**src/design/rmq_pkg.sv**
```systemverilog
// ----------------------------------------------------------------------------
// rmq_pkg
// shared types and constants for the rotation matrix to quaternion pipeline
// ----------------------------------------------------------------------------
package rmq_pkg;

    localparam int ONE_Q14      = 16384;
    localparam int FRAC_W       = 14;
    localparam int ELEM_W       = 16;
    localparam int DIFF_W       = 17;
    localparam int RAD_W        = 17;
    localparam int ROOT_W       = 16;
    localparam int RCP_W        = 30;
    localparam int SQRT_STAGES  = ROOT_W;
    localparam int RCP_STAGES   = RCP_W;

    typedef logic [1:0] comp_t;

    localparam comp_t COMP_X = 2'd0;
    localparam comp_t COMP_Y = 2'd1;
    localparam comp_t COMP_Z = 2'd2;
    localparam comp_t COMP_W = 2'd3;

    // m00 in the lowest bits
    typedef struct packed {
        logic signed [ELEM_W-1:0] m22;
        logic signed [ELEM_W-1:0] m21;
        logic signed [ELEM_W-1:0] m20;
        logic signed [ELEM_W-1:0] m12;
        logic signed [ELEM_W-1:0] m11;
        logic signed [ELEM_W-1:0] m10;
        logic signed [ELEM_W-1:0] m02;
        logic signed [ELEM_W-1:0] m01;
        logic signed [ELEM_W-1:0] m00;
    } mat_t;

    // scaled terms and where each one lands
    typedef struct packed {
        comp_t                    hsel;
        comp_t                    p0;
        comp_t                    p1;
        comp_t                    p2;
        logic signed [DIFF_W-1:0] d0;
        logic signed [DIFF_W-1:0] d1;
        logic signed [DIFF_W-1:0] d2;
    } side_t;

    // qx in the lowest bits
    typedef struct packed {
        logic signed [ELEM_W-1:0] qw;
        logic signed [ELEM_W-1:0] qz;
        logic signed [ELEM_W-1:0] qy;
        logic signed [ELEM_W-1:0] qx;
    } quat_t;

endpackage

```
**src/design/rmq_recip.sv**
```systemverilog
// ----------------------------------------------------------------------------
// rmq_recip
// pipelined restoring divide of 2^29 by the root, one quotient bit per stage
// ----------------------------------------------------------------------------
module rmq_recip
    import rmq_pkg::*;
(
    input  logic              aclk,
    input  logic              aresetn,
    input  logic              en,
    input  logic              in_valid,
    input  logic [ROOT_W-1:0] in_root,
    input  side_t             in_side,
    output logic              out_valid,
    output logic [ROOT_W-1:0] out_root,
    output logic [RCP_W-1:0]  out_rcp,
    output side_t             out_side
);

    logic              valid_reg [0:RCP_STAGES-1];
    logic [ROOT_W-1:0] rem_reg   [0:RCP_STAGES-1];
    logic [ROOT_W-1:0] root_reg  [0:RCP_STAGES-1];
    logic [RCP_W-1:0]  quo_reg   [0:RCP_STAGES-1];
    side_t             side_reg  [0:RCP_STAGES-1];

    for (genvar k = 0; k < RCP_STAGES; k++) begin : g_stage
        logic              cur_valid;
        logic [ROOT_W-1:0] cur_rem;
        logic [ROOT_W-1:0] cur_root;
        logic [RCP_W-1:0]  cur_quo;
        side_t             cur_side;
        logic [ROOT_W:0]   trial;
        logic              qbit;
        logic [ROOT_W-1:0] rem_next;

        if (k == 0) begin : g_first
            assign cur_valid = in_valid;
            assign cur_rem   = '0;
            assign cur_root  = in_root;
            assign cur_quo   = '0;
            assign cur_side  = in_side;
        end else begin : g_next
            assign cur_valid = valid_reg[k-1];
            assign cur_rem   = rem_reg[k-1];
            assign cur_root  = root_reg[k-1];
            assign cur_quo   = quo_reg[k-1];
            assign cur_side  = side_reg[k-1];
        end

        // dividend has its only set bit at the top
        always_comb begin
            trial = {cur_rem, (k == 0) ? 1'b1 : 1'b0};
            qbit  = (trial >= {1'b0, cur_root});
            rem_next = qbit ? ROOT_W'(trial - {1'b0, cur_root}) : trial[ROOT_W-1:0];
        end

        always_ff @(posedge aclk) begin
            if (!aresetn) begin
                valid_reg[k] <= 1'b0;
            end else if (en) begin
                valid_reg[k] <= cur_valid;
            end
        end

        always_ff @(posedge aclk) begin
            if (en) begin
                rem_reg[k]  <= rem_next;
                root_reg[k] <= cur_root;
                quo_reg[k]  <= {cur_quo[RCP_W-2:0], qbit};
                side_reg[k] <= cur_side;
            end
        end
    end

    assign out_valid = valid_reg[RCP_STAGES-1];
    assign out_root  = root_reg[RCP_STAGES-1];
    assign out_rcp   = quo_reg[RCP_STAGES-1];
    assign out_side  = side_reg[RCP_STAGES-1];

endmodule

```
**config.mk**
```make
export PLATFORM = sky130hd
export DESIGN_NAME = rmq_recip
export DESIGN_NICKNAME = d
export VERILOG_FILES = /design/src/design/rmq_pkg.sv /design/src/design/rmq_recip.sv
export SDC_FILE = /design/constraint.sdc
export NUM_CORES = 2
export LEC_CHECK = 0
export ABC_CLOCK_PERIOD_IN_PS = 3800
export BUFFER_PORTS_ARGS = -buffer_cell sky130_fd_sc_hd__buf_2
export CORE_UTILIZATION = 40
export CTS_BUF_LIST = sky130_fd_sc_hd__clkbuf_4 sky130_fd_sc_hd__clkbuf_8 sky130_fd_sc_hd__clkbuf_16
export CTS_CLUSTER_SIZE = 14
export DETAILED_ROUTE_END_ITERATION = 12
export PLACE_DENSITY = 0.59
export RECOVER_POWER = 25
export SLEW_MARGIN = 20
export SYNTH_ARGS = -nofsm -noshare
export SYNTH_HDL_FRONTEND = slang
export SYNTH_SLANG_ARGS = --single-unit
```
**constraint.sdc**
```tcl
create_clock -name aclk -period 3.8 [get_ports aclk]
set_input_delay 1.14 -clock aclk [delete_from_list [all_inputs] [get_ports aclk]]
set_output_delay 1.14 -clock aclk [all_outputs]
set_load 0.05 [all_outputs]
```
==> results.json <==
{
  "worstPathRequired_ns": 4.39,
  "yosys_warnings": 0,
  "start_util": 0.403,
  "n_fill_cell": 25900,
  "clockRootBuffer": "clkbuf_16",
  "clk_pin_slew_ns": 0.06,
  "final_common_cell": "edfxtp_1",
  "hold_path_class": "flip-flop to flip-flop",
  "dp_hpwl_um": 132000,
  "syn_area_per_cell_um2": 17.2,
  "post-route-drc-count": 0,
  "fin_cells": 12100,
  "synth-main-ff-cell": "edfxtp_1",
  "cts_resized": 0,
  "fin_skew_ns": 0.0739,
  "pre_cts_ws_ns": 0.291,
  "cts_sinks": 3209,
  "rrSetupSlack_ns": 0.20,
  "fin_ws_ns": 0.197,
  "row_count": 202,
  "synth_fp_nets": 7694,
  "ioPinCount": 185,
  "gp_congestion": 0.868,
  "synth-edff-count": 3208,
  "drive_above_1_share": 0.127,
  "cts_buffer_depth": 4,
  "yosysTopAreaCell": "edfxtp_1",
  "hold_ws_ns": 0.383,
  "setup_violations": 0,
  "powerDensity_nw_per_um2": 745,
  "num_vias": 58000,
  "end_kind": "flip-flop",
  "clk_latency_ns": 0.90,
  "cts_hold_buf": 0,
  "syn_to_final_growth_pct": 15.1,
  "cts_setup_buffers": 0,
  "utilization": 0.464,
  "overflow": 0,
  "synth_area_um2": 123000,
  "final_hold_viol_count": 0,
  "drt_first_iter_violations": 3698,
  "cts_max_level": 5,
  "coreArea_um2": 304000,
  "tightest_slew_ns": 0.999,
  "max_cap_violations": 0,
  "async_flop_share": 0,
  "wl_per_cell_um": 16.5,
  "die_area_um2": 309000,
  "antenna_found_initial": 11,
  "grt_max_degree": 97,
  "first_pass_iters": 8,
  "die_height_um": 556,
  "grt_pass1_wl_um": 318000,
  "crit_fanout": 16,
  "fin_total_pwr_mw": 105,
  "min_period_ns": 3.60,
  "relSlewSlack": 0.317,
  "grt_pass1_vias": 58800,
  "cts_inserted_buffers": 342,
  "ant_nets": 0,
  "dp.cells": 11500,
  "netlist_top_cells_area": "edfxtp_1, ha_1, inv_1, o21ai_0, xnor2_1",
  "mostFrequentLayoutCells": "edfxtp_1, inv_1, ha_1",
  "p_leak_nw": 51.9,
  "ys_seq_area_frac": 0.786,
  "routed_wl_um": 200000,
  "layout.nets": 8298,
  "worstSetupPathType": "flip-flop to flip-flop",
  "tns_ns": 0,
  "rsz0062_at_grt": "false",
  "fmax_mhz": 278,
  "synth.top_cell.area_share": 0.786,
  "finalInstanceArea_um2": 141000,
  "ir_drop_mv": 0.417,
  "die_w_um": 556,
  "cp.arrival_ns": 4.19,
  "netlist_instances": 7123,
  "cp-start-kind": "flip-flop",
  "slew_viol_final": 0,
  "numPortBuffers": 184,
  "synth-seq-cells": 3209,
  "yosys.cell_types.count": 78,
  "globalRouteTotalUtil": 0.128,
  "post_dp_cell_area_um2": 130000,
  "routed_via_density": 4.80,
  "fin_crit_sh": 0.948,
  "largest_reg_flops": 1770,
  "status": "finished clean",
  "cts_tree": "done"
}
==> cell type report <==
cell class,count,area [um2],share of cell area
Tap cell,4080,5100,0.0362
Antenna cell,3,7.51,0.0000532
Multi-Input combinational cell,3255,23700,0.168
Sequential cell,3209,96400,0.683
Timing Repair Buffer,333,2600,0.0185
Inverter,586,2200,0.0156
Clock buffer,423,9220,0.0654
Clock inverter,185,1870,0.0133
==> critical path, cell delays in order (launching register included) <==
cell,delay [ns]
edfxtp_1,0.39
inv_1,0.06
ha_1,0.29
nor2b_1,0.18
o211ai_1,0.11
a21oi_1,0.28
o41ai_2,0.14
o311ai_0,0.54
nand2_1,0.22
a21o_1,0.21
nand2_1,0.48
mux2_2,0.41
==> power by group <==
part	internal [mW]	switching, mW
clock	18.7	13.5
combinational	11.0	14.0
sequential	45.5	2.35
total	75.2	29.8
==> metal layers <==
layer,share of wire,vias to the layer above,global-route usage
met5,0,-,0
met2,0.47,1067,0.211
li1,-,28200,-
met3,0.040,443,0.0207
met1,0.45,28300,0.169
met4,0.035,0,0.0504
==> cell families after synthesis <==
logic type / synth area share
compound gates: 0.0590
xor+xnor: 0.0242
fa+ha+maj: 0.0519
buf+inv: 0.0204
flops: 0.786
mux: 0.0154
simple gates: 0.0428
==> Yosys cell counts, types with 28 or more instances <==
cell         n
edfxtp_1  3208
inv_1      585
ha_1       464
o21ai_0    381
nand2_1    324
a21oi_1    305
nor2_1     288
xnor2_1    199
mux2_2     150
xor2_1     139
a21o_1     106
nor2b_1     73
nand2b_1    63
nor3_1      63
nand4_1     61
and3_1      58
clkbuf_1    55
nand3_1     50
o21a_1      44
o21bai_1    37
a211oi_1    34
a31oi_1     33
a21boi_0    28
fa_1        28
==> path summary, 6_finish.rpt <==
path	from	to	depth (start not counted)
worst min-delay path	quo_reg[0][211]	quo_reg[0][242]	0
worst max-delay path	root_reg[0][241]	rem_reg[1][14]	11
worst min register to register	quo_reg[0][211]	quo_reg[0][242]	0
worst max register to register	root_reg[0][241]	rem_reg[1][14]	11
(Power assumes the default switching activity.)
