===== src/design/rmq_pkg.sv =====
// ----------------------------------------------------------------------------
// rmq_pkg
// shared types and constants for the rotation matrix to quaternion pipeline
// ----------------------------------------------------------------------------
package rmq_pkg;

    localparam int ONE_Q14      = 16384;
    localparam int FRAC_W       = 14;
    localparam int ELEM_W       = 16;
    localparam int DIFF_W       = 17;
    localparam int RAD_W        = 17;
    localparam int ROOT_W       = 16;
    localparam int RCP_W        = 30;
    localparam int SQRT_STAGES  = ROOT_W;
    localparam int RCP_STAGES   = RCP_W;

    typedef logic [1:0] comp_t;

    localparam comp_t COMP_X = 2'd0;
    localparam comp_t COMP_Y = 2'd1;
    localparam comp_t COMP_Z = 2'd2;
    localparam comp_t COMP_W = 2'd3;

    // m00 in the lowest bits
    typedef struct packed {
        logic signed [ELEM_W-1:0] m22;
        logic signed [ELEM_W-1:0] m21;
        logic signed [ELEM_W-1:0] m20;
        logic signed [ELEM_W-1:0] m12;
        logic signed [ELEM_W-1:0] m11;
        logic signed [ELEM_W-1:0] m10;
        logic signed [ELEM_W-1:0] m02;
        logic signed [ELEM_W-1:0] m01;
        logic signed [ELEM_W-1:0] m00;
    } mat_t;

    // scaled terms and where each one lands
    typedef struct packed {
        comp_t                    hsel;
        comp_t                    p0;
        comp_t                    p1;
        comp_t                    p2;
        logic signed [DIFF_W-1:0] d0;
        logic signed [DIFF_W-1:0] d1;
        logic signed [DIFF_W-1:0] d2;
    } side_t;

    // qx in the lowest bits
    typedef struct packed {
        logic signed [ELEM_W-1:0] qw;
        logic signed [ELEM_W-1:0] qz;
        logic signed [ELEM_W-1:0] qy;
        logic signed [ELEM_W-1:0] qx;
    } quat_t;

endpackage


===== src/design/rmq_front.sv =====
// ----------------------------------------------------------------------------
// rmq_front
// trace test, axis choice, radicand and off-diagonal terms, one stage
// ----------------------------------------------------------------------------
module rmq_front
    import rmq_pkg::*;
(
    input  logic             aclk,
    input  logic             aresetn,
    input  logic             en,
    input  logic             in_valid,
    input  mat_t             in_mat,
    output logic             out_valid,
    output logic [RAD_W-1:0] out_rad,
    output side_t            out_side
);

    logic              valid_reg;
    logic [RAD_W-1:0]  rad_reg;
    side_t             side_reg;

    logic signed [17:0] tr;
    logic signed [18:0] rad_full;
    logic [RAD_W-1:0]   rad_next;
    side_t              side_next;
    logic [1:0]         axis;

    always_comb begin
        tr = in_mat.m00 + in_mat.m11 + in_mat.m22;
        axis = 2'd0;
        if (in_mat.m11 > in_mat.m00) begin
            axis = 2'd1;
        end
        if (in_mat.m22 > ((axis == 2'd1) ? in_mat.m11 : in_mat.m00)) begin
            axis = 2'd2;
        end
        if (tr > 18'sd0) begin
            rad_full       = 19'(tr) + 19'(ONE_Q14);
            side_next.hsel = COMP_W;
            side_next.d0   = in_mat.m12 - in_mat.m21;
            side_next.p0   = COMP_X;
            side_next.d1   = in_mat.m20 - in_mat.m02;
            side_next.p1   = COMP_Y;
            side_next.d2   = in_mat.m01 - in_mat.m10;
            side_next.p2   = COMP_Z;
        end else begin
            unique case (axis)
                2'd0: begin
                    rad_full = 19'(in_mat.m00) - 19'(in_mat.m11) - 19'(in_mat.m22)
                             + 19'(ONE_Q14);
                    side_next.hsel = COMP_X;
                    side_next.d0   = in_mat.m12 - in_mat.m21;
                    side_next.p0   = COMP_W;
                    side_next.d1   = in_mat.m01 + in_mat.m10;
                    side_next.p1   = COMP_Y;
                    side_next.d2   = in_mat.m02 + in_mat.m20;
                    side_next.p2   = COMP_Z;
                end
                2'd1: begin
                    rad_full = 19'(in_mat.m11) - 19'(in_mat.m22) - 19'(in_mat.m00)
                             + 19'(ONE_Q14);
                    side_next.hsel = COMP_Y;
                    side_next.d0   = in_mat.m20 - in_mat.m02;
                    side_next.p0   = COMP_W;
                    side_next.d1   = in_mat.m12 + in_mat.m21;
                    side_next.p1   = COMP_Z;
                    side_next.d2   = in_mat.m10 + in_mat.m01;
                    side_next.p2   = COMP_X;
                end
                default: begin
                    rad_full = 19'(in_mat.m22) - 19'(in_mat.m00) - 19'(in_mat.m11)
                             + 19'(ONE_Q14);
                    side_next.hsel = COMP_Z;
                    side_next.d0   = in_mat.m01 - in_mat.m10;
                    side_next.p0   = COMP_W;
                    side_next.d1   = in_mat.m20 + in_mat.m02;
                    side_next.p1   = COMP_X;
                    side_next.d2   = in_mat.m21 + in_mat.m12;
                    side_next.p2   = COMP_Y;
                end
            endcase
        end
        // negative radicand clamps to zero
        rad_next = (rad_full <= 19'sd0) ? '0 : rad_full[RAD_W-1:0];
    end

    always_ff @(posedge aclk) begin
        if (!aresetn) begin
            valid_reg <= 1'b0;
        end else if (en) begin
            valid_reg <= in_valid;
        end
    end

    always_ff @(posedge aclk) begin
        if (en) begin
            rad_reg  <= rad_next;
            side_reg <= side_next;
        end
    end

    assign out_valid = valid_reg;
    assign out_rad   = rad_reg;
    assign out_side  = side_reg;

endmodule


===== config.mk =====
export PLATFORM = sky130hd
export DESIGN_NAME = rmq_front
export DESIGN_NICKNAME = d
export VERILOG_FILES = /design/src/design/rmq_pkg.sv /design/src/design/rmq_front.sv
export SDC_FILE = /design/constraint.sdc
export NUM_CORES = 1
export LEC_CHECK = 0
export ABC_AREA = 1
export BUFFER_PORTS_ARGS = -buffer_cell sky130_fd_sc_hd__clkbuf_2
export CAP_MARGIN = 20
export CORE_MARGIN = 1.5
export CORE_UTILIZATION = 35
export DETAILED_ROUTE_END_ITERATION = 16
export GPL_TIMING_DRIVEN = 0
export SLEW_MARGIN = 5
export SYNTH_ARGS = -nofsm -noshare
export SYNTH_HDL_FRONTEND = slang
export SYNTH_SLANG_ARGS = --single-unit

===== constraint.sdc =====
create_clock -name aclk -period 5.6 [get_ports aclk]
set_clock_uncertainty 0.05 [all_clocks]
set_input_delay 0.28 -clock aclk [delete_from_list [all_inputs] [get_ports aclk]]
set_output_delay 0.28 -clock aclk [all_outputs]
set_load 0.02 [all_outputs]

==> impl_metrics.toml <==
[setup_path]
setup.worst_path.start_class = "input port"
arrival_ns = 5.22
critPathTopFamily = "simple AND/OR/NAND/NOR gates"
cp_num_cells = 33
critPathMostFrequentCell = "nand2_1"
worstPathRequired_ns = 5.66
critPathKind = "input port to flip-flop"
worst-path-buf-inv = 9
critPathLaunch = "in_mat[15]"
worstPathMaxFanout = 10
cpMaxStageDelayCell = "ha_1"
slowest_delay_ns = 0.37
r2r_start = "out_valid"
r2r_cells = 2
end_kind = "flip-flop"

[placement]
dpl_cell_area_um2 = 17000
dp_hpwl_mm = 46.6
gp_congestion = 0.961
pre_cts_ws_ns = -1.23
portBuffers = 224

[sta]
grt_setup_unrepaired = "false"
fin_crit_ns = 5.16
relSlewSlack_pct = 45.7
tns_ns = 0
tightest_slew_ns = 0.808
drv_slew = 0
hold_viol = 0
clock.fmax_ghz = 0.194
finalSetupViolCount = 0
fin_crit_sh_pct = 92.2
layout_setup_ws_ns = 0.437

[power]
leakage_nw = 9.03
vdd_drop_max_uv = 152
p_per_area_nw_per_um2 = 335

[synth]
synth.area.top_cells = "ha_1, edfxtp_1, nand2_1"
avgSynthCellArea_um2 = 7.23
mappedNetlistNets = 2574
ys_seq_area_share_pct = 14.8
yosys.area.top_type_share_pct = 21.1
synth_seq_cells = 75
ys.flop_type = "edfxtp_1"
synth.cell_area_um2 = 15200
ys_types = 57
synthCells = 2096
async_flop_share_pct = 0
yosys_warnings = 0
synth-edff-count = 74
synth_area_leader_cell = "ha_1"

[layout]
final_cell_area_um2 = 17400
layout-drive-gt1-share_pct = 13.9
final_nets = 2811
seq_area_um2 = 2240
synthToLayoutAreaGrowth_pct = 15.0
layout_commonest_cell = "nand2_1"
fin_util_pct = 40.7
diodes = 0
layout_common_cells = "nand2_1, inv_1, ha_1"
fillers = 4509
multiInputGateArea_um2 = 11600

[detailed_routing]
routed_wl_mm = 54.1
drtAntennaViolNets = 0
vias = 15000
drc = 0
wl_per_cell_um = 18.5
drt-vias-per-instance = 5.15
first_pass_iters = 6
drt_iter0_markers = 1342

[job]
cap_viol_max_count = 0

[die]
core_area_um2 = 42900
die_x_um = 211
dieHeight_um = 211
io_pins = 225
row_count = 76
start_util_pct = 35.3
dieArea_um2 = 44600

[hold_path]
worstHoldPathType = "input port to flip-flop"
whs_path_depth = 3
min_from = "in_valid"

[cts]
ctsLongestPathBuffers = 2
clock_latency_ns = 0.37
numCtsBuffers = 9
holdBufCountCts = 0
ctsRootBufferMaster = "clkbuf_16"
cts_tree = "yes"
htree_num_levels = 3
clock-sinks = 75
cts.reportedPaths.clkPinSlew_ns = 0.07

[grt]
antenna_found_initial = 0
grt_pass1_vias = 14300
grt_pass1_wl_mm = 82.2
grt_usage_pct = 24.1
grt_max_degree = 41
overflow = 0

[status]
status = "finished, final reports clean"
cells in the mapped netlist, types with 2 or more instances:
library cell    n
buf_1           4
a32o_1          2
buf_2          17
o221ai_1        8
nand2_4         2
xnor2_1        18
o21ai_1         7
a22o_1          2
nand3_2         3
nor3_1         22
o211ai_1        8
a31oi_1        11
ha_1          256
nand2_2         2
o21a_1          6
edfxtp_1       74
buf_6           2
nand3_1       143
o21bai_1        9
a21oi_1       158
clkbuf_1       30
nor2_2         13
a211oi_1        2
or2_2           6
inv_1         299
nand3b_1       17
nand2_1       470
nand4_1        15
buf_4           2
o21ai_0       101
o31ai_1        10
nor4_1          6
a22oi_1         3
fa_1           74
a221oi_1        2
a21boi_0       12
o22ai_1         8
a21o_1          7
inv_2           7
nor2_1        131
xor2_1        101
a41oi_1        11
logic make-up after synthesis:
family | synth area share, %
buffers and inverters | 9.33
adders and majority gates | 30.9
AOI/OAI and AO/OA | 14.5
and+or+nand+nor | 23.4
xor gates and xnor gates | 7.06
DFF | 14.8
cell type report:
class | count | area share, %
tap | 585 | 4.20
sequential | 75 | 12.9
clock buffer | 9 | 1.29
buffer | 56 | 1.66
timing repair buffer | 226 | 6.60
inverter | 306 | 6.59
multi-input combinational | 1659 | 66.3
clock inverter | 7 | 0.481
where the power goes:
part / leakage [nW] / internal (mW) / switching [mW]
Sequential: 0.730 / 0.948 / 0.0940
Combinational: 8.15 / 1.34 / 2.83
Clock: 0.149 / 0.354 / 0.282
Total: 9.03 / 2.64 / 3.20
metrics by stage:
step	instances	total power [mW]	hold WS [ns]
6_report	2923	5.85	0.0730
5_1_grt	2923	6.30	0.0809
4_1_cts	2923	5.82	0.0640
3_5_place_dp	2906	5.13	0.458
3_3_place_gp	2905	5.13	0.451
2_1_floorplan	2096	3.72	0.323
worst paths after layout:
path,slack [ns],to
worst max-delay path,0.44,out_rad[10]
worst min-delay path,0.07,out_valid
worst max register to register,4.89,out_valid
worst min register to register,0.51,out_valid
per-layer routing:
| metal | track usage, % | share of wire (%) |
|---|---|---|
| met1 | 32.4 | 45 |
| met5 | 0 | 0 |
| met3 | 2.16 | 5.5 |
| met4 | 6.38 | 2.5 |
| met2 | 41.4 | 47 |
worst min-delay path: stages:
cell      delay (ns)
clkbuf_2        0.08
inv_1           0.04
a21oi_1         0.05
state kept, by name, indices dropped and copies added (netlist names):
signal and flops:
out_valid 1, out_side 57, out_rad 17
repair_timing:
action,in CTS,in global routing
gates resized for setup,19,14
setup buffers,1,0
pin swaps,1,0
setup endpoints to repair,73,54
Power figures use the tool's default switching activity.
