$ cat config.mk
export PLATFORM = sky130hd
export DESIGN_NAME = rmq_sqrt
export DESIGN_NICKNAME = d
export VERILOG_FILES = /design/src/design/rmq_pkg.sv /design/src/design/rmq_sqrt.sv
export SDC_FILE = /design/constraint.sdc
export NUM_CORES = 1
export LEC_CHECK = 0
export ABC_AREA = 1
export BUFFER_PORTS_ARGS = -buffer_cell sky130_fd_sc_hd__buf_2
export CAP_MARGIN = 25
export CORE_MARGIN = 3
export CORE_UTILIZATION = 55
export CTS_CLUSTER_SIZE = 8
export DETAILED_ROUTE_END_ITERATION = 16
export PLACE_DENSITY = 0.72
export SYNTH_ARGS = -nofsm -noshare
export SYNTH_HDL_FRONTEND = slang
export SYNTH_SLANG_ARGS = --single-unit
$ cat constraint.sdc
create_clock -name aclk -period 2.6 [get_ports aclk]
set_clock_uncertainty 0.15 [all_clocks]
set_input_delay 0.13 -clock aclk [delete_from_list [all_inputs] [get_ports aclk]]
set_output_delay 0.13 -clock aclk [all_outputs]
set_load 0.01 [all_outputs]
$ cat src/design/rmq_pkg.sv
// ----------------------------------------------------------------------------
// rmq_pkg
// shared types and constants for the rotation matrix to quaternion pipeline
// ----------------------------------------------------------------------------
package rmq_pkg;

    localparam int ONE_Q14      = 16384;
    localparam int FRAC_W       = 14;
    localparam int ELEM_W       = 16;
    localparam int DIFF_W       = 17;
    localparam int RAD_W        = 17;
    localparam int ROOT_W       = 16;
    localparam int RCP_W        = 30;
    localparam int SQRT_STAGES  = ROOT_W;
    localparam int RCP_STAGES   = RCP_W;

    typedef logic [1:0] comp_t;

    localparam comp_t COMP_X = 2'd0;
    localparam comp_t COMP_Y = 2'd1;
    localparam comp_t COMP_Z = 2'd2;
    localparam comp_t COMP_W = 2'd3;

    // m00 in the lowest bits
    typedef struct packed {
        logic signed [ELEM_W-1:0] m22;
        logic signed [ELEM_W-1:0] m21;
        logic signed [ELEM_W-1:0] m20;
        logic signed [ELEM_W-1:0] m12;
        logic signed [ELEM_W-1:0] m11;
        logic signed [ELEM_W-1:0] m10;
        logic signed [ELEM_W-1:0] m02;
        logic signed [ELEM_W-1:0] m01;
        logic signed [ELEM_W-1:0] m00;
    } mat_t;

    // scaled terms and where each one lands
    typedef struct packed {
        comp_t                    hsel;
        comp_t                    p0;
        comp_t                    p1;
        comp_t                    p2;
        logic signed [DIFF_W-1:0] d0;
        logic signed [DIFF_W-1:0] d1;
        logic signed [DIFF_W-1:0] d2;
    } side_t;

    // qx in the lowest bits
    typedef struct packed {
        logic signed [ELEM_W-1:0] qw;
        logic signed [ELEM_W-1:0] qz;
        logic signed [ELEM_W-1:0] qy;
        logic signed [ELEM_W-1:0] qx;
    } quat_t;

endpackage

$ cat src/design/rmq_sqrt.sv
// ----------------------------------------------------------------------------
// rmq_sqrt
// pipelined integer square root of radicand * 2^14, one root bit per stage
// ----------------------------------------------------------------------------
module rmq_sqrt
    import rmq_pkg::*;
(
    input  logic              aclk,
    input  logic              aresetn,
    input  logic              en,
    input  logic              in_valid,
    input  logic [RAD_W-1:0]  in_rad,
    input  side_t             in_side,
    output logic              out_valid,
    output logic [ROOT_W-1:0] out_root,
    output side_t             out_side
);

    localparam int VAL_W = 2 * ROOT_W;
    localparam int REM_W = ROOT_W + 1;

    logic              valid_reg [0:SQRT_STAGES-1];
    logic [REM_W-1:0]  rem_reg   [0:SQRT_STAGES-1];
    logic [ROOT_W-1:0] root_reg  [0:SQRT_STAGES-1];
    logic [VAL_W-1:0]  val_reg   [0:SQRT_STAGES-1];
    side_t             side_reg  [0:SQRT_STAGES-1];

    for (genvar k = 0; k < SQRT_STAGES; k++) begin : g_stage
        logic              cur_valid;
        logic [REM_W-1:0]  cur_rem;
        logic [ROOT_W-1:0] cur_root;
        logic [VAL_W-1:0]  cur_val;
        side_t             cur_side;
        logic [REM_W+1:0]  trial_rem;
        logic [REM_W:0]    trial_sub;
        logic [REM_W-1:0]  rem_next;
        logic [ROOT_W-1:0] root_next;

        if (k == 0) begin : g_first
            assign cur_valid = in_valid;
            assign cur_rem   = '0;
            assign cur_root  = '0;
            assign cur_val   = {{(VAL_W-RAD_W-FRAC_W){1'b0}}, in_rad, {FRAC_W{1'b0}}};
            assign cur_side  = in_side;
        end else begin : g_next
            assign cur_valid = valid_reg[k-1];
            assign cur_rem   = rem_reg[k-1];
            assign cur_root  = root_reg[k-1];
            assign cur_val   = val_reg[k-1];
            assign cur_side  = side_reg[k-1];
        end

        always_comb begin
            trial_rem = {cur_rem, cur_val[VAL_W-1 -: 2]};
            trial_sub = {cur_root, 2'b01};
            if (trial_rem >= {1'b0, trial_sub}) begin
                rem_next  = REM_W'(trial_rem - {1'b0, trial_sub});
                root_next = {cur_root[ROOT_W-2:0], 1'b1};
            end else begin
                rem_next  = trial_rem[REM_W-1:0];
                root_next = {cur_root[ROOT_W-2:0], 1'b0};
            end
        end

        always_ff @(posedge aclk) begin
            if (!aresetn) begin
                valid_reg[k] <= 1'b0;
            end else if (en) begin
                valid_reg[k] <= cur_valid;
            end
        end

        always_ff @(posedge aclk) begin
            if (en) begin
                rem_reg[k]  <= rem_next;
                root_reg[k] <= root_next;
                val_reg[k]  <= {cur_val[VAL_W-3:0], 2'b00};
                side_reg[k] <= cur_side;
            end
        end
    end

    assign out_valid = valid_reg[SQRT_STAGES-1];
    assign out_root  = root_reg[SQRT_STAGES-1];
    assign out_side  = side_reg[SQRT_STAGES-1];

endmodule

==> summary.md <==
| Metric | Value |
|---|---|
| Status | finished clean |
| Max-Cap Viols | 0 |
| Largest net degree at the start of global routing | ~130 |
| Leakage power figure | roughly 0.026 uW |
| Post-Route Setup TNS | 0 ns |
| Unrepaired setup endpoints after global routing | false |
| Reg2reg start | rem_reg[1][17] |
| HP Class | input pin to flip-flop |
| RePlAce Congestion | a little under 0.9 |
| Post-detail-place hpwl | 55500 microns |
| Antenna diode count | 0 |
| H-tree levels | 4 |
| I/O pin total | ~160 |
| F_max | around 420 MHz |
| Average wire per standard cell | roughly 16 microns |
| Slew Viols, Final | 0 |
| CTS tree | done |
| Post-DRT Antenna Nets | 0 |
| Die area | approximately 100000 sq um |
| Core Box Area | a little under 100000 sq um |
| Hold_sp | in_side[35] |
| Gr ovfl total | 0 |
| FFs w/ async S/R, synth | 0% |
| YS warnings | 0 |
| Detailed-router iteration count before antenna repair | 5 |
| Power Density | 850 nW/um^2 |
| Hold path depth | 2 |
| Least-Margin Pin Slew | 0.686 ns |
| Layout cells sized above 1 | 10.6% |
| Die W | around 320 microns |
| Reg2reg path depth | 12 |
| WL final | 90600 microns |
| Cell taking the most area after synthesis | edfxtp_1 |
| Std-Cell Rows | 114 |
| Initial core utilization | 55.5% |
| Synthesized area per cell | 14.0 sq um |
| Fin nets | 4627 |
| Max FFs per register | between 900 and 1000 |
| Post-place setup slack | roughly 0.11 ns |
| Most frequent cell after synthesis | edfxtp_1 |
| Worst setup margin | 0.196 ns |
| Synth area leaders | edfxtp_1, nand2_1, inv_1, ha_1, nand3_1 |
| Yosys cell types | 40 |
| Global-route wire length before repair | around 150000 microns |
| Detailed-route vias per instance | just over 5 |
| Hold EP | side_reg[0][35] |
| Via count of the routed design | around 29000 |
| Final Cycle Share | 92.5% |
| Flops & latches, synth | around 1400 |
| Clock Sink Count | around 1400 |
| TritonCTS Buffers | approximately 190 |
| Worst setup SP type | flip-flop |
| Syn_nets | slightly above 4000 |
| Post-synthesis cell count | between 3000 and 4000 |
| CTS Buffer Depth | 3 |
| Placed inst area | roughly 57000 sq um |
| Top cell type's share of synthesized area | 77.9% |
| Mapped Area | roughly 54000 sq um |
| Number of flops mapped to enable cells by yosys | 1393 |
| Clk slew on worst S/H paths | about 0.050 ns |
| Slew HR | a little over half |
| Hold Violations, Final | 0 |
| Final min period | ~2.4 ns |
| Port bufs | 155 |
| Synth Flop Type | edfxtp_1 |
| Crit-path max FO | 4 |
| Placed Instances | between 5000 and 6000 |
| Root Buffer Master | clkbuf_16 |
| Clock Latency Late Sink | roughly 0.8 ns |
| DRC Markers | 0 |
| Max IR drop VDD | between 800 and 900 uV |
| Layout area overhead | 18.4% |
| Crit Path Category | flip-flop to flip-flop |
| 1st-iter DRT viols | between 1500 and 2000 |
| FF-to-FF setup slack | just under 0.2 ns |
| Data arrival, critical path | roughly 2.8 ns |
| Initial antenna violation count | 0 |
| CP required | 2.96 ns |
| Die Y | about 320 microns |
| Total track usage | between 10% and 20% |
| Vias in the first global route | just under 30000 |
| Total power | about 54000 uW |
| Layout Cells excl Fill | roughly 5700 |
| Leading cell types by count after synthesis | edfxtp_1, nand2_1, inv_1 |
| Design area | 63600 sq um |
| Sequential share of the synthesized area | 77.9% |
| Final setup vio count | 0 |
| Reg2reg end | rem_reg[1][50] |
| CP Capture Type | flip-flop |
[worst max path at each step]
stage | from | endpoint | slack, ns
finish | rem_reg[1][17] | rem_reg[1][50] | 0.20
global placement | rem_reg[1][51] | rem_reg[1][84] | 0.1
CTS | rem_reg[0][72] | rem_reg[0][86] | 0.08
floorplan | rem_reg[1][85] | rem_reg[1][110] | 0.44
detailed placement | root_reg[0][67] | rem_reg[0][93] | 0.11
global route | root_reg[0][32] | rem_reg[0][54] | 0.003
[kinds of logic after synthesis]
logic type / count (synthesis) / share of synthesized area [%]
xor+xnor: 81 / 1.32
fa+ha+maj: 144 / 3.44
buf+inv: 536 / 3.85
compound gates: 190 / 1.84
simple gates: 1497 / 11.6
other cells: 1 / 0.00698
flops: 1394 / 77.9
[report_power, final]
part	leakage [uW]	switching (uW)	internal (uW)	total [uW]
logic	0.00968	3000	1720	4720
clock network	0.00253	8750	13100	21900
registers	0.0135	712	26800	27500
[cells in the final DEF (no fill, tap or decap), types with 3 or more instances in the layout]
cell type      instances
edfxtp_1            1393
inv_1                509
nor2_1               219
nand3b_1               9
a21o_1                 4
nand2_1              914
xnor2_1               22
xor2_1                59
ha_1                 138
a31oi_1                3
nand2_2                5
and3_1                 3
o21ai_0               61
buf_12                20
inv_6                  3
a21oi_1              110
nand3_1              239
nor3_1                31
buf_4                 63
clkbuf_16            192
or2_2                  5
fa_1                   6
buf_2                154
dlygate4sd3_1        155
and2_1                 3
o21ai_1                3
nand4_1               54
clkinv_16             10
clkbuf_1              16
o21bai_1               3
nor2_2                 3
[through the flow]
step / util, % / hold slack [ns]
2_1_floorplan: - / 0.0789
3_3_place_gp: 58.7 / 0.156
3_5_place_dp: 58.7 / 0.158
4_1_cts: 65.7 / 0.00634
5_1_grt: 65.8 / 0.0324
6_report: 65.8 / 0.0654
[final cells by class]
type	instances	area (sq um)
Clock buffer	208	4860
Clock inverter	15	363
Tap cell	1276	1600
Inverter	510	1920
Sequential cell	1394	41900
Multi-Input combinational cell	1913	9830
Fill cell	6780	33100
Timing Repair Buffer	392	3200
[timing repair]
| action | in CTS | in global routing |
|---|---|---|
| endpoints found under the hold margin | 886 | 0 |
| gates resized for setup | 0 | 8 |
| hold buffers | 155 | 0 |
| endpoints found under the setup margin | 0 | 42 |
| setup buffers | 0 | 8 |
[metal layers]
| metal | vias up | track usage [%] | wire, microns |
|---|---|---|---|
| met4 | 0 | 7.92 | 2980 |
| met1 | 13600 | 22.8 | 38000 |
| met3 | 206 | 3.46 | 3660 |
| met5 | - | 0 | 0 |
| met2 | 591 | 31.5 | 46000 |
| li1 | 14400 | - | - |
[worst max-delay path, cell delays in order (launching register included)]
cell and delay (ns):
edfxtp_1 0.45, ha_1 0.31, fa_1 0.44, nand3_1 0.10
nand2_1 0.14, nand2_1 0.10, nand2_1 0.12, nand2_1 0.11
nand2_1 0.05, nand2_1 0.06, nand2_1 0.05, nand2_1 0.05
inv_1 0.04
Note: power is estimated with default switching activity, not from simulation.
