==> config.mk <==
export PLATFORM = sky130hd
export DESIGN_NAME = rmq_back
export DESIGN_NICKNAME = d
export VERILOG_FILES = /design/src/design/rmq_pkg.sv /design/src/design/rmq_back.sv
export SDC_FILE = /design/constraint.sdc
export NUM_CORES = 2
export LEC_CHECK = 0
export ABC_AREA = 1
export BUFFER_PORTS_ARGS = -buffer_cell sky130_fd_sc_hd__buf_4
export CORE_MARGIN = 10
export CORE_UTILIZATION = 65
export CTS_CLUSTER_DIAMETER = 150
export DETAILED_ROUTE_END_ITERATION = 10
export PLACE_DENSITY = 0.83
export SYNTH_ARGS = -nofsm -noshare
export SYNTH_HDL_FRONTEND = slang
export SYNTH_SLANG_ARGS = --single-unit
==> constraint.sdc <==
create_clock -name aclk -period 6.92 [get_ports aclk]
set_clock_uncertainty 0.15 [all_clocks]
set_input_delay 0.346 -clock aclk [delete_from_list [all_inputs] [get_ports aclk]]
set_output_delay 0.346 -clock aclk [all_outputs]
set_load 0.01 [all_outputs]
==> src/design/rmq_pkg.sv <==
// ----------------------------------------------------------------------------
// rmq_pkg
// shared types and constants for the rotation matrix to quaternion pipeline
// ----------------------------------------------------------------------------
package rmq_pkg;

    localparam int ONE_Q14      = 16384;
    localparam int FRAC_W       = 14;
    localparam int ELEM_W       = 16;
    localparam int DIFF_W       = 17;
    localparam int RAD_W        = 17;
    localparam int ROOT_W       = 16;
    localparam int RCP_W        = 30;
    localparam int SQRT_STAGES  = ROOT_W;
    localparam int RCP_STAGES   = RCP_W;

    typedef logic [1:0] comp_t;

    localparam comp_t COMP_X = 2'd0;
    localparam comp_t COMP_Y = 2'd1;
    localparam comp_t COMP_Z = 2'd2;
    localparam comp_t COMP_W = 2'd3;

    // m00 in the lowest bits
    typedef struct packed {
        logic signed [ELEM_W-1:0] m22;
        logic signed [ELEM_W-1:0] m21;
        logic signed [ELEM_W-1:0] m20;
        logic signed [ELEM_W-1:0] m12;
        logic signed [ELEM_W-1:0] m11;
        logic signed [ELEM_W-1:0] m10;
        logic signed [ELEM_W-1:0] m02;
        logic signed [ELEM_W-1:0] m01;
        logic signed [ELEM_W-1:0] m00;
    } mat_t;

    // scaled terms and where each one lands
    typedef struct packed {
        comp_t                    hsel;
        comp_t                    p0;
        comp_t                    p1;
        comp_t                    p2;
        logic signed [DIFF_W-1:0] d0;
        logic signed [DIFF_W-1:0] d1;
        logic signed [DIFF_W-1:0] d2;
    } side_t;

    // qx in the lowest bits
    typedef struct packed {
        logic signed [ELEM_W-1:0] qw;
        logic signed [ELEM_W-1:0] qz;
        logic signed [ELEM_W-1:0] qy;
        logic signed [ELEM_W-1:0] qx;
    } quat_t;

endpackage

==> src/design/rmq_back.sv <==
// ----------------------------------------------------------------------------
// rmq_back
// scale terms by the reciprocal, floor, saturate and route to components
// ----------------------------------------------------------------------------
module rmq_back
    import rmq_pkg::*;
(
    input  logic              aclk,
    input  logic              aresetn,
    input  logic              en,
    input  logic              in_valid,
    input  logic [ROOT_W-1:0] in_root,
    input  logic [RCP_W-1:0]  in_rcp,
    input  side_t             in_side,
    output logic              out_valid,
    output quat_t             out_quat
);

    localparam int PROD_W = DIFF_W + RCP_W + 1;
    localparam int SHR_W  = PROD_W - 16;

    logic                     mvalid_reg;
    logic signed [PROD_W-1:0] p0_reg;
    logic signed [PROD_W-1:0] p1_reg;
    logic signed [PROD_W-1:0] p2_reg;
    logic [ROOT_W-1:0]        root_reg;
    side_t                    side_reg;
    logic                     valid_reg;
    quat_t                    quat_reg;

    logic signed [RCP_W:0]    rcp_s;
    logic signed [ELEM_W-1:0] t0;
    logic signed [ELEM_W-1:0] t1;
    logic signed [ELEM_W-1:0] t2;
    logic signed [ELEM_W-1:0] half;
    logic signed [ELEM_W-1:0] comp_next [0:3];
    quat_t                    quat_next;

    function automatic logic signed [ELEM_W-1:0] sat_term(logic signed [PROD_W-1:0] p);
        logic signed [SHR_W-1:0] sh;
        sh = SHR_W'(p >>> 16);
        if (sh > SHR_W'(32767)) begin
            return 16'sh7fff;
        end else if (sh < -SHR_W'(32768)) begin
            return -16'sh8000;
        end
        return sh[ELEM_W-1:0];
    endfunction

    assign rcp_s = $signed({1'b0, in_rcp});

    always_ff @(posedge aclk) begin
        if (!aresetn) begin
            mvalid_reg <= 1'b0;
            valid_reg  <= 1'b0;
        end else if (en) begin
            mvalid_reg <= in_valid;
            valid_reg  <= mvalid_reg;
        end
    end

    always_ff @(posedge aclk) begin
        if (en) begin
            p0_reg   <= PROD_W'(in_side.d0) * PROD_W'(rcp_s);
            p1_reg   <= PROD_W'(in_side.d1) * PROD_W'(rcp_s);
            p2_reg   <= PROD_W'(in_side.d2) * PROD_W'(rcp_s);
            root_reg <= in_root;
            side_reg <= in_side;
        end
    end

    always_comb begin
        t0   = sat_term(p0_reg);
        t1   = sat_term(p1_reg);
        t2   = sat_term(p2_reg);
        half = $signed({1'b0, root_reg[ROOT_W-1:1]});
        for (int c = 0; c < 4; c++) begin
            if (root_reg == '0) begin
                comp_next[c] = '0;
            end else if (side_reg.hsel == comp_t'(c)) begin
                comp_next[c] = half;
            end else if (side_reg.p0 == comp_t'(c)) begin
                comp_next[c] = t0;
            end else if (side_reg.p1 == comp_t'(c)) begin
                comp_next[c] = t1;
            end else begin
                comp_next[c] = t2;
            end
        end
        quat_next.qx = comp_next[COMP_X];
        quat_next.qy = comp_next[COMP_Y];
        quat_next.qz = comp_next[COMP_Z];
        quat_next.qw = comp_next[COMP_W];
    end

    always_ff @(posedge aclk) begin
        if (en) begin
            quat_reg <= quat_next;
        end
    end

    assign out_valid = valid_reg;
    assign out_quat  = quat_reg;

endmodule

==> impl_results.html <==
<table>
<tr><th>Metric</th><th>Value</th></tr>
<tr><th colspan="2">Critical path</th></tr>
<tr><td>Type of destination of the critical path</td><td>register</td></tr>
<tr><td>Count of buffer and inverter cells on the critical path</td><td>3</td></tr>
<tr><td>Cells traversed along the worst timing path</td><td>buf_4 &gt; nand2_1 &gt; fa_1 &gt; fa_1 &gt; fa_1 &gt; inv_1 &gt; fa_1 &gt; fa_1 &gt; fa_1 &gt; ha_1 &gt; nand2_1 &gt; nor2_1 &gt; inv_1 &gt; nor3_1 &gt; nand2_1 &gt; nand2_1 &gt; nand2_1 &gt; nand2_1 &gt; xor2_1</td></tr>
<tr><td>Category of the worst setup path launch point</td><td>input pin</td></tr>
<tr><td>Delay of the slowest cell on the worst path</td><td>0.61 ns</td></tr>
<tr><td>Critical Path Fanout Max</td><td>38</td></tr>
<tr><td>Worst EP arrival</td><td>6.30 ns</td></tr>
<tr><td>Data required time at the worst endpoint</td><td>7.03 ns</td></tr>
<tr><td>Slowest cell on the critical path</td><td>sky130_fd_sc_hd__fa_1</td></tr>
<tr><td>Category of the critical setup timing path</td><td>in -&gt; reg</td></tr>
<tr><td>Delay-heaviest family, CP</td><td>adder cells</td></tr>
<tr><th colspan="2">Synth</th></tr>
<tr><td>Syn Area/Cell</td><td>7.61 sq um</td></tr>
<tr><td>Synth top area share</td><td>41.1%</td></tr>
<tr><td>Area leader, netlist</td><td>sky130_fd_sc_hd__fa_1</td></tr>
<tr><td>Cell area after synthesis</td><td>61000 sq um</td></tr>
<tr><td>Commonest cells in the synthesized netlist</td><td>sky130_fd_sc_hd__inv_1, sky130_fd_sc_hd__nand2_1, sky130_fd_sc_hd__fa_1</td></tr>
<tr><td>Yosys warning total</td><td>0</td></tr>
<tr><td>Top cells by area, synth</td><td>sky130_fd_sc_hd__fa_1, sky130_fd_sc_hd__inv_1, sky130_fd_sc_hd__nand2_1</td></tr>
<tr><td>Cell count after synthesis</td><td>8021</td></tr>
<tr><td>Dominant register cell in the synthesized netlist</td><td>sky130_fd_sc_hd__edfxtp_1</td></tr>
<tr><td>Net count of the mapped netlist</td><td>9834</td></tr>
<tr><td>Library cell with the highest instance count after synthesis</td><td>sky130_fd_sc_hd__inv_1</td></tr>
<tr><td>Yosys reg bits</td><td>184</td></tr>
<tr><td>Post-synth ARST share</td><td>0%</td></tr>
<tr><td>Count of flip-flops with a built-in enable after synthesis</td><td>approximately 180</td></tr>
<tr><td>Number of different library cells in the post-synthesis netlist</td><td>43</td></tr>
<tr><td>Part of the Yosys area used for sequential elements</td><td>a little under a tenth</td></tr>
<tr><th colspan="2">Finish</th></tr>
<tr><td>Filler cells</td><td>7526</td></tr>
<tr><td>Sequential standard cell area</td><td>approximately 5500 sq um</td></tr>
<tr><td>Multi-input gate area in the final layout</td><td>45300 sq um</td></tr>
<tr><td>Flip-flop count of the largest register, all copies and words added</td><td>64</td></tr>
<tr><td>Fraction of layout cells with a size suffix above 1</td><td>3.90%</td></tr>
<tr><td>Number of nets in the layout</td><td>9766</td></tr>
<tr><td>Synth-to-layout area growth</td><td>5.17%</td></tr>
<tr><th colspan="2">STA</th></tr>
<tr><td>Final number of setup-violating endpoints</td><td>0</td></tr>
<tr><td>Hold violation count in the final report</td><td>0</td></tr>
<tr><td>Measured slew at the worst slew-check pin</td><td>~1.3 ns</td></tr>
<tr><td>RSZ-0062 raised after global routing</td><td>false</td></tr>
<tr><td>Minimum clock period</td><td>about 6.2 ns</td></tr>
<tr><td>Pins over their slew limit</td><td>0</td></tr>
<tr><td>Maximum achievable frequency</td><td>0.162 GHz</td></tr>
<tr><td>Setup Total Neg Slack</td><td>0 ns</td></tr>
<tr><td>Share of the clock period used by the worst path after layout</td><td>89.3%</td></tr>
<tr><td>Tightest slew margin relative to the limit</td><td>13.4%</td></tr>
<tr><th colspan="2">Clock tree</th></tr>
<tr><td>Clock root cell</td><td>sky130_fd_sc_hd__clkbuf_16</td></tr>
<tr><td>Number of buffers inserted for hold repair after clock tree synthesis</td><td>25</td></tr>
<tr><td>TritonCTS Buffers</td><td>17</td></tr>
<tr><td>Gates resized, CTS repair</td><td>0</td></tr>
<tr><td>TritonCTS Sinks</td><td>between 150 and 200</td></tr>
<tr><td>CTS tree</td><td>built</td></tr>
<tr><td>Maximum level of the CTS H-tree</td><td>4</td></tr>
<tr><td>Buffer depth of the longest clock path</td><td>2</td></tr>
<tr><td>Clock transition time at the flip-flop clock pins of the worst setup and hold paths</td><td>~0.1 ns</td></tr>
<tr><td>Number of setup buffers added after CTS</td><td>0</td></tr>
<tr><td>Clk_lat worst skew</td><td>0.50 ns</td></tr>
<tr><th colspan="2">Global routing</th></tr>
<tr><td>Overall track demand over capacity in global routing</td><td>about 34%</td></tr>
<tr><td>Wire length of the first global-routing pass</td><td>291 mm</td></tr>
<tr><td>Total congestion overflow after global routing</td><td>0</td></tr>
<tr><td>Initial antenna violation count</td><td>4</td></tr>
<tr><td>Pin count of the biggest net entering global routing</td><td>87</td></tr>
<tr><td>Number of global-route vias before repair</td><td>~55000</td></tr>
<tr><th colspan="2">Place</th></tr>
<tr><td>Number of port buffers</td><td>171</td></tr>
<tr><td>GP Congestion</td><td>1.02</td></tr>
<tr><td>Half-perimeter wire length of the detailed placement result</td><td>143 mm</td></tr>
<tr><th colspan="2">Routing</th></tr>
<tr><td>Number of search-and-repair iterations in the first detailed-routing pass</td><td>10</td></tr>
<tr><td>Final wirelength</td><td>179 mm</td></tr>
<tr><td>DRC errors left</td><td>0</td></tr>
<tr><td>Routed len/inst</td><td>19.4 um</td></tr>
<tr><td>Remaining antenna violation count</td><td>0</td></tr>
<tr><td>Vias per std cell</td><td>5.59</td></tr>
<tr><td>Violation count after the first detailed-route iteration</td><td>4923</td></tr>
<tr><td>Vias</td><td>51500</td></tr>
<tr><th colspan="2">Die</th></tr>
<tr><td>Io pins</td><td>about 170</td></tr>
<tr><td>Placeable core region</td><td>93200 sq um</td></tr>
<tr><td>Die outline width</td><td>326 um</td></tr>
<tr><td>Starting density of the core</td><td>between 60% and 70%</td></tr>
<tr><td>DIE AREA</td><td>107000 sq um</td></tr>
<tr><td>Std cell rows</td><td>112</td></tr>
<tr><td>DIE HEIGHT</td><td>326 um</td></tr>
<tr><th colspan="2">Status</th></tr>
<tr><td>Run status</td><td>finished clean</td></tr>
<tr><th colspan="2">Worst hold path</th></tr>
<tr><td>Min-Delay Path Class</td><td>in -&gt; reg</td></tr>
<tr><th colspan="2">Run</th></tr>
<tr><td>Max-cap violations</td><td>0</td></tr>
</table>
logic make-up (layout without fill, tap and decap cells):
group / after synthesis / in the layout / share of synthesized area [%]
AO/OA/AOI/OAI: 477 / 477 / 4.20
XOR/XNOR: 64 / 64 / 0.918
other: 0 / 1 / 0
AND/OR/NAND/NOR: 2888 / 2888 / 18.8
buffers and inverters: 2704 / 2649 / 16.7
flip-flops: 184 / 184 / 9.02
adder cells (fa/ha/maj): 1704 / 1704 / 50.4
per-stage QoR:
step	hold slack (ns)	utilization (%)	area (sq um)	setup WS (ns)	instances
after floorplan	0.295	-	61000	1.09	8021
after global placement	0.311	67.9	63300	0.395	9162
after detailed placement	0.330	67.9	63300	0.396	9162
after CTS	0.152	68.9	64200	0.887	9219
after global routing	0.175	68.9	64200	0.403	9220
final	0.156	68.9	64200	0.738	9221
worst register-to-register path, delay by kind of cell, from the launching register on:
kind / cells / cell delay [ns]
simple gates: 3 / 1.13
compound gates: 1 / 0.33
flops: 1 / 0.47
buf+inv: 1 / 0.86
per-layer routing:
| layer | GRT usage, % | wire (um) | share of wire, % | up-vias |
|---|---|---|---|---|
| li1 | - | - | - | 22900 |
| met1 | 42.7 | 65900 | 37 | 25200 |
| met2 | 57.2 | 84800 | 47 | 2764 |
| met3 | 8.59 | 19600 | 11 | 653 |
| met4 | 14.4 | 8710 | 4.9 | 8 |
| met5 | 0.905 | 167 | 0.093 | - |
path summary, 6_finish.rpt:
path | from | to | slack, ns | depth (start not counted)
worst min-delay path | en | p1_reg[41]$_DFFE_PP_ | 0.16 | 1
worst min register to register | mvalid_reg$_SDFFE_PN0P_ | out_valid$_SDFFE_PN0P_ | 0.36 | 2
worst max-delay path | in_rcp[11] | p1_reg[23]$_DFFE_PP_ | 0.74 | 19
worst max register to register | side_reg[53]$_DFFE_PP_ | out_quat[0]$_SDFFCE_PP0P_ | 3.77 | 5
cell usage in the layout, fill, tap and decap left out, types with 123 or more instances in the layout:
cell type / netlist / routed
sky130_fd_sc_hd__a21oi_1: 282 / 282
sky130_fd_sc_hd__buf_4: 3 / 239
sky130_fd_sc_hd__edfxtp_1: 182 / 182
sky130_fd_sc_hd__fa_1: 1254 / 1254
sky130_fd_sc_hd__ha_1: 450 / 450
sky130_fd_sc_hd__inv_1: 2329 / 2329
sky130_fd_sc_hd__nand2_1: 2065 / 2065
sky130_fd_sc_hd__nand3_1: 262 / 262
sky130_fd_sc_hd__nor2_1: 430 / 430
sky130_fd_sc_hd__o21ai_0: 123 / 123
cell type report:
| type | count | share of cell area [%] |
|---|---|---|
| Clock buffer | 17 | 0.663 |
| Inverter | 2336 | 13.7 |
| Sequential cell | 184 | 8.58 |
| Clock inverter | 15 | 0.325 |
| Timing Repair Buffer | 281 | 3.70 |
| Antenna cell | 1 | 0.00390 |
| Multi-Input combinational cell | 5133 | 70.6 |
| Tap cell | 1254 | 2.44 |
Power is left out: the tool's default activity adds up to more than one toggle a clock period on the data nets, which glitch-free logic cannot reach.
